`config.mk`:
```
export PLATFORM = sky130hd
export DESIGN_NAME = circular_deque_with_search
export DESIGN_NICKNAME = d
export VERILOG_FILES = /design/src/design/cdq_pkg.sv /design/src/design/circular_deque_with_search.sv
export SDC_FILE = /design/constraint.sdc
export NUM_CORES = 1
export LEC_CHECK = 0
export BUFFER_PORTS_ARGS = -buffer_cell sky130_fd_sc_hd__buf_4
export CORE_UTILIZATION = 39
export DETAILED_ROUTE_END_ITERATION = 6
export GPL_TIMING_DRIVEN = 0
export SLEW_MARGIN = 20
export SYNTH_ARGS = -nofsm -noshare
export SYNTH_HDL_FRONTEND = slang
export SYNTH_SLANG_ARGS = --single-unit
export TNS_END_PERCENT = 5
```
`constraint.sdc`:
```
create_clock -name clk -period 6.32 [get_ports clk]
set_input_delay 1.58 -clock clk [delete_from_list [all_inputs] [get_ports clk]]
set_output_delay 1.58 -clock clk [all_outputs]
set_load 0.01 [all_outputs]
```
`src/design/cdq_pkg.sv`:
```
package cdq_pkg;

  localparam int DEPTH = 16;
  localparam int IDX_W = (DEPTH > 1) ? $clog2(DEPTH) : 1;
  localparam int CNT_W = $clog2(DEPTH + 1);

  localparam int VAL_W = 32;
  localparam int POS_W = 4;
  localparam int STAT_W = 2;
  localparam int ECNT_W = 5;
  localparam int OUT_FIELDS_W = VAL_W + 1 + POS_W + STAT_W + ECNT_W;
  localparam int OUT_DATA_W = ((OUT_FIELDS_W + 7) / 8) * 8;

  typedef enum logic [2:0] {
    OP_INS_FRONT = 3'd0,
    OP_INS_BACK  = 3'd1,
    OP_REM_FRONT = 3'd2,
    OP_REM_BACK  = 3'd3,
    OP_SEARCH    = 3'd4
  } op_t;

  typedef enum logic [STAT_W-1:0] {
    STAT_OK    = 2'd0,
    STAT_FULL  = 2'd1,
    STAT_EMPTY = 2'd2
  } status_t;

  typedef enum logic [1:0] {
    ST_IDLE,
    ST_LOAD,
    ST_SEARCH,
    ST_DONE
  } state_t;

  localparam logic [IDX_W:0] DEPTH_X = (IDX_W + 1)'(DEPTH);

  function automatic logic [IDX_W-1:0] ring_add(input logic [IDX_W-1:0] base,
                                                input logic [IDX_W-1:0] off);
    logic [IDX_W:0] sum;
    sum = {1'b0, base} + {1'b0, off};
    if (sum >= DEPTH_X) begin
      sum = sum - DEPTH_X;
    end
    return sum[IDX_W-1:0];
  endfunction

endpackage

```
`src/design/circular_deque_with_search.sv`:
```
// An accepted transaction goes from idle to the done state for inserts, refused
// requests, unknown operations and a search of an empty queue; a remove passes
// through the load state first, and a search through the search state, which
// compares one stored element per cycle. The next transaction is taken only when
// the result moves into the output register, and waits while that stalls.
// Reset (rst, synchronous) clears head, count and output valid, not the slots.
module circular_deque_with_search
  import cdq_pkg::*;
(
  input  logic                  clk,
  input  logic                  rst,
  input  logic                  s_tvalid,
  output logic                  s_tready,
  input  logic [VAL_W-1:0]      s_tdata,   // value[31:0]
  input  logic [2:0]            s_tuser,   // operation[2:0]
  output logic                  m_tvalid,
  input  logic                  m_tready,
  // removed_value[31:0], found[32], position[36:33], status[38:37],
  // element_count[43:39], zero fill[47:44]
  output logic [OUT_DATA_W-1:0] m_tdata
);

  logic [VAL_W-1:0] mem [DEPTH];
  logic [VAL_W-1:0] rd_data;

  state_t           state, state_next;
  logic [IDX_W-1:0] head, head_next;
  logic [CNT_W-1:0] count, count_next;
  logic [IDX_W-1:0] idx, idx_next;
  logic [VAL_W-1:0] val_r, val_next;
  logic [VAL_W-1:0] res_removed, res_removed_next;
  logic             res_found, res_found_next;
  logic [IDX_W-1:0] res_pos, res_pos_next;
  status_t          res_status, res_status_next;

  logic             rd_en, wr_en, out_load, accept, full, empty;
  logic [IDX_W-1:0] rd_addr, wr_addr;
  logic [CNT_W-1:0] idx_plus;

  assign accept   = s_tvalid && s_tready;
  assign s_tready = (state == ST_IDLE);
  assign full     = (count >= CNT_W'(DEPTH));
  assign empty    = (count == '0);
  assign idx_plus = CNT_W'(idx) + CNT_W'(1);

  always_comb begin
    state_next       = state;
    head_next        = head;
    count_next       = count;
    idx_next         = idx;
    val_next         = val_r;
    res_removed_next = res_removed;
    res_found_next   = res_found;
    res_pos_next     = res_pos;
    res_status_next  = res_status;
    rd_en            = 1'b0;
    rd_addr          = head;
    wr_en            = 1'b0;
    wr_addr          = head;
    out_load         = 1'b0;
    unique case (state)
      ST_IDLE: begin
        if (accept) begin
          val_next         = s_tdata;
          res_removed_next = '0;
          res_found_next   = 1'b0;
          res_pos_next     = '0;
          res_status_next  = STAT_OK;
          state_next       = ST_DONE;
          unique case (s_tuser)
            OP_INS_FRONT: begin
              if (full) begin
                res_status_next = STAT_FULL;
              end else begin
                head_next  = (head == '0) ? IDX_W'(DEPTH - 1) : head - IDX_W'(1);
                wr_en      = 1'b1;
                wr_addr    = head_next;
                count_next = count + CNT_W'(1);
              end
            end
            OP_INS_BACK: begin
              if (full) begin
                res_status_next = STAT_FULL;
              end else begin
                wr_en      = 1'b1;
                wr_addr    = ring_add(head, count[IDX_W-1:0]);
                count_next = count + CNT_W'(1);
              end
            end
            OP_REM_FRONT: begin
              if (empty) begin
                res_status_next = STAT_EMPTY;
              end else begin
                rd_en      = 1'b1;
                rd_addr    = head;
                head_next  = ring_add(head, IDX_W'(1));
                count_next = count - CNT_W'(1);
                state_next = ST_LOAD;
              end
            end
            OP_REM_BACK: begin
              if (empty) begin
                res_status_next = STAT_EMPTY;
              end else begin
                count_next = count - CNT_W'(1);
                rd_en      = 1'b1;
                rd_addr    = ring_add(head, count_next[IDX_W-1:0]);
                state_next = ST_LOAD;
              end
            end
            OP_SEARCH: begin
              if (!empty) begin
                rd_en      = 1'b1;
                rd_addr    = head;
                idx_next   = '0;
                state_next = ST_SEARCH;
              end
            end
            default: begin
            end
          endcase
        end
      end
      ST_LOAD: begin
        res_removed_next = rd_data;
        state_next       = ST_DONE;
      end
      ST_SEARCH: begin
        if (rd_data == val_r) begin
          res_found_next = 1'b1;
          res_pos_next   = idx;
          state_next     = ST_DONE;
        end else if (idx_plus == count) begin
          state_next = ST_DONE;
        end else begin
          idx_next = idx_plus[IDX_W-1:0];
          rd_en    = 1'b1;
          rd_addr  = ring_add(head, idx_plus[IDX_W-1:0]);
        end
      end
      ST_DONE: begin
        if (!m_tvalid || m_tready) begin
          out_load   = 1'b1;
          state_next = ST_IDLE;
        end
      end
      default: begin
        state_next = ST_IDLE;
      end
    endcase
  end

  always_ff @(posedge clk) begin
    if (wr_en) begin
      mem[wr_addr] <= s_tdata;
    end
    if (rd_en) begin
      rd_data <= mem[rd_addr];
    end
  end

  always_ff @(posedge clk) begin
    if (rst) begin
      state    <= ST_IDLE;
      head     <= '0;
      count    <= '0;
      m_tvalid <= 1'b0;
    end else begin
      state <= state_next;
      head  <= head_next;
      count <= count_next;
      if (out_load) begin
        m_tvalid <= 1'b1;
      end else if (m_tready) begin
        m_tvalid <= 1'b0;
      end
    end
  end

  always_ff @(posedge clk) begin
    idx         <= idx_next;
    val_r       <= val_next;
    res_removed <= res_removed_next;
    res_found   <= res_found_next;
    res_pos     <= res_pos_next;
    res_status  <= res_status_next;
    if (out_load) begin
      m_tdata <= OUT_DATA_W'({ECNT_W'(count), res_status, POS_W'(res_pos),
                              res_found, res_removed});
    end
  end

`ifndef SYNTHESIS
  a_count_bound: assert property (@(posedge clk) disable iff (rst)
    count <= CNT_W'(DEPTH))
    else $error("element count exceeds depth");

  a_insert_grows: assert property (@(posedge clk) disable iff (rst)
    (accept && (s_tuser == OP_INS_FRONT || s_tuser == OP_INS_BACK) && !full)
      |=> (count == $past(count) + CNT_W'(1)))
    else $error("insert did not grow the count");

  a_search_stable: assert property (@(posedge clk) disable iff (rst)
    (state == ST_SEARCH) |=> ($stable(count) && $stable(head)))
    else $error("search changed the queue");

  a_busy_no_ready: assert property (@(posedge clk) disable iff (rst)
    accept |=> !s_tready)
    else $error("ready while a transaction is in progress");
`endif

endmodule
```
==> impl_metrics.toml <==
[floorplan]
core_mm2 = 0.06895
die_x_um = 266.6
io_pins = 89
die_height_um = 266.6
row_count = 96
start_util_pct = 39.62
die_area_mm2 = 0.07110

[detailed_routing]
drt_iter0_drc = 1404
vias = 15500
antenna_left = 0
totalWireLength_um = 67760
drc = 0
vias_per_cell = 5.255
post_drt_wl_per_cell_um = 22.98
dr.pass1.iters = 5

[power_and_ir_drop]
vdd_drop_max_uv = 209.0
p_leak_nw = 11.90
power.density_mw_per_mm2 = 428.3
p_total_w = 0.01368

[timing]
tightest_slew_ps = 1027
final-hold-violation-count = 0
fin_skew_ps = 23.54
fmax_ghz = 0.2048
layout_min_cycle_time_ps = 4883
setup_violations = 0
slew_viol_final = 0
period_share_pct = 77.26
relSlewSlack_pct = 31.23
rsz0062_at_grt = "no"
fin_hold_ws_ps = 415.1

[status]
status = "finished clean"

[global_routing]
grt_usage_pct = 19.24
antenna_found_initial = 3
grt-ovfl-total = 0
grt_max_degree = 33
grt_pass1_wl_um = 98850
grt_pass1_vias = 15290

[synth]
async_flop_share_pct = 0
ys_seq_area_share_pct = 73.77
yosys_warnings = 0
synth_flop_cell = "edfxtp_1"
syn-cell-area_mm2 = 0.02731
syn_inst = 1788
syn_area_per_cell_um2 = 15.28
synthTopCellsByArea = "edfxtp_1 (73%), mux2i_1 (8.4%), nand2_1 (4.0%)"
synth-seq-cells = 675
synth_top_area_share_pct = 72.89
synth-edff-count = 663
synth_top_area_cell = "edfxtp_1"
ys_types = 58

[placement]
gp_congestion = 0.8529
hpwl_um = 47050
dp_cells = 2831
numPortBuffers = 83

[setup_path]
crit_type = "flip-flop to flip-flop"
worstPathRequired_ps = 6760
startpoint_type = "flip-flop"
end_kind = "flip-flop"
crit_arrival_ps = 5330
crit_fanout = 10

[final_layout]
area_growth_pct = 16.96
fin_cells = 2949
drive_gt1_share_pct = 13.92
n_antenna_cell = 0
layout.nets = 2032

[clock_tree]
clock_tree.root_cell = "clkbuf_16"
ctsHoldBuffers = 0
cts_resized = 0
numCtsBuffers = 69
clk_pin_slew_ps = 60
post_cts_buffers = 0
clk_latency_ps = 620
clk_path_buf_depth = 3
cts.sinks = 675
cts_tree = "built"
h-tree-depth = 3

[hold_path]
hold_class = "flip-flop to flip-flop"

[flow_run]
drv_cap = 0
## power by group
group          switching, W  total (W)  internal, W  leakage, nW
Combinational       0.00280    0.00419      0.00139         4.76
Clock               0.00164    0.00378      0.00214         1.01
Sequential         0.000220    0.00572      0.00550         6.13
Total               0.00466     0.0137      0.00902         11.9
## final cells by class
| class | instances | area (um^2) |
|---|---|---|
| clock buffer | 89 | 1887 |
| sequential | 675 | 20150 |
| clock inverter | 29 | 185.2 |
| inverter | 22 | 82.58 |
| buffer | 106 | 554.3 |
| timing repair buffer | 109 | 1234 |
| tap | 931 | 1165 |
| multi-input combinational | 988 | 6690 |
| fill | 5978 | 37000 |
## per-layer routing
| metal | global-route usage (%) | vias up | wire (um) |
|---|---|---|---|
| li1 | - | 7123 | - |
| met1 | 25.78 | 7688 | 28730 |
| met2 | 31.38 | 575 | 32230 |
| met3 | 3.063 | 111 | 4778 |
| met4 | 7.533 | 0 | 2032 |
| met5 | 0 | - | 0 |
## cell usage after synthesis (3+ instances only)
cell / instances
xor2_1: 38
a21o_1: 6
nor4_1: 13
mux2i_1: 228
nand3_1: 24
nor2b_1: 10
clkbuf_1: 36
a211oi_1: 4
a21oi_1: 31
o21ai_0: 11
dfxtp_1: 12
a22oi_1: 3
and3_1: 5
nand2_1: 289
buf_6: 3
buf_4: 26
o2111ai_1: 3
ha_1: 19
and2_1: 38
xnor2_1: 12
buf_2: 29
inv_1: 22
buf_1: 12
nor2_1: 45
o211ai_1: 3
a31oi_1: 5
nand4_1: 141
nand2b_1: 3
a221oi_1: 6
edfxtp_1: 663
fa_1: 3
nor3_1: 12
## sequential cells by signal (all words and copies together), names as in the netlist, 2 cells and up
| signal | cells |
|---|---|
| mem | 512 |
| m_tdata | 44 |
| rd_data | 32 |
| res_removed | 32 |
| val_r | 32 |
| count | 5 |
| head | 4 |
| idx | 4 |
| res_pos | 4 |
| res_status | 2 |
| state | 2 |
## kinds of logic after synthesis
kind of cell    Yosys count  share of synthesized area, %
xor+xnor                 51                         1.686
simple gates            586                         10.26
compound gates           96                         2.455
mux                     229                         8.396
other cells               1                       0.01373
fa+ha+maj                22                         1.090
flops                   675                         73.77
buf+inv                 128                         2.332
## path summary, 6_finish.rpt
check                   from          end  slack (ps)  cells after the start
max               rd_data[2]  rd_data[17]        1440                     11
min reg2reg  res_removed[27]  m_tdata[27]         420                      0
max reg2reg       rd_data[2]  rd_data[17]        1440                     11
min          res_removed[27]  m_tdata[27]         420                      0
## stage by stage
stage / setup slack (ps) / util [%] / setup TNS (ps) / area, um^2
floorplan: 1243 / - / 0 / 27330
finish: 1437 / 46.34 / 0 / 31950
detailed placement: 1161 / 43.33 / 0 / 29870
CTS: 1565 / 46.34 / 0 / 31950
global placement: -1572 / 42.23 / -684410 / 29110
global route: 1277 / 46.34 / 0 / 31950
## cells in the final DEF, fill, tap and decap left out, types with 13 or more instances in the layout
master	n
nand3_1	24
nor2_4	16
nor2_1	29
buf_2	29
nand4_1	141
and2_1	38
buf_4	109
mux2i_1	228
inv_1	21
xor2_1	38
clkbuf_16	73
edfxtp_1	663
ha_1	19
a21oi_1	31
clkbuf_1	52
nor4_1	13
buf_12	14
nand2_1	289
clkinv_1	14
## worst max-delay path, cell delays in order, from the launching register on
cell,delay (ps)
edfxtp_1,480
xor2_1,220
nor4_1,730
and4_1,550
a21boi_4,170
nand2_1,90
nand2_1,70
a31oi_1,800
buf_2,460
buf_1,630
nand4_1,270
nand4_1,210
Note: power is estimated with default switching activity, not from simulation.
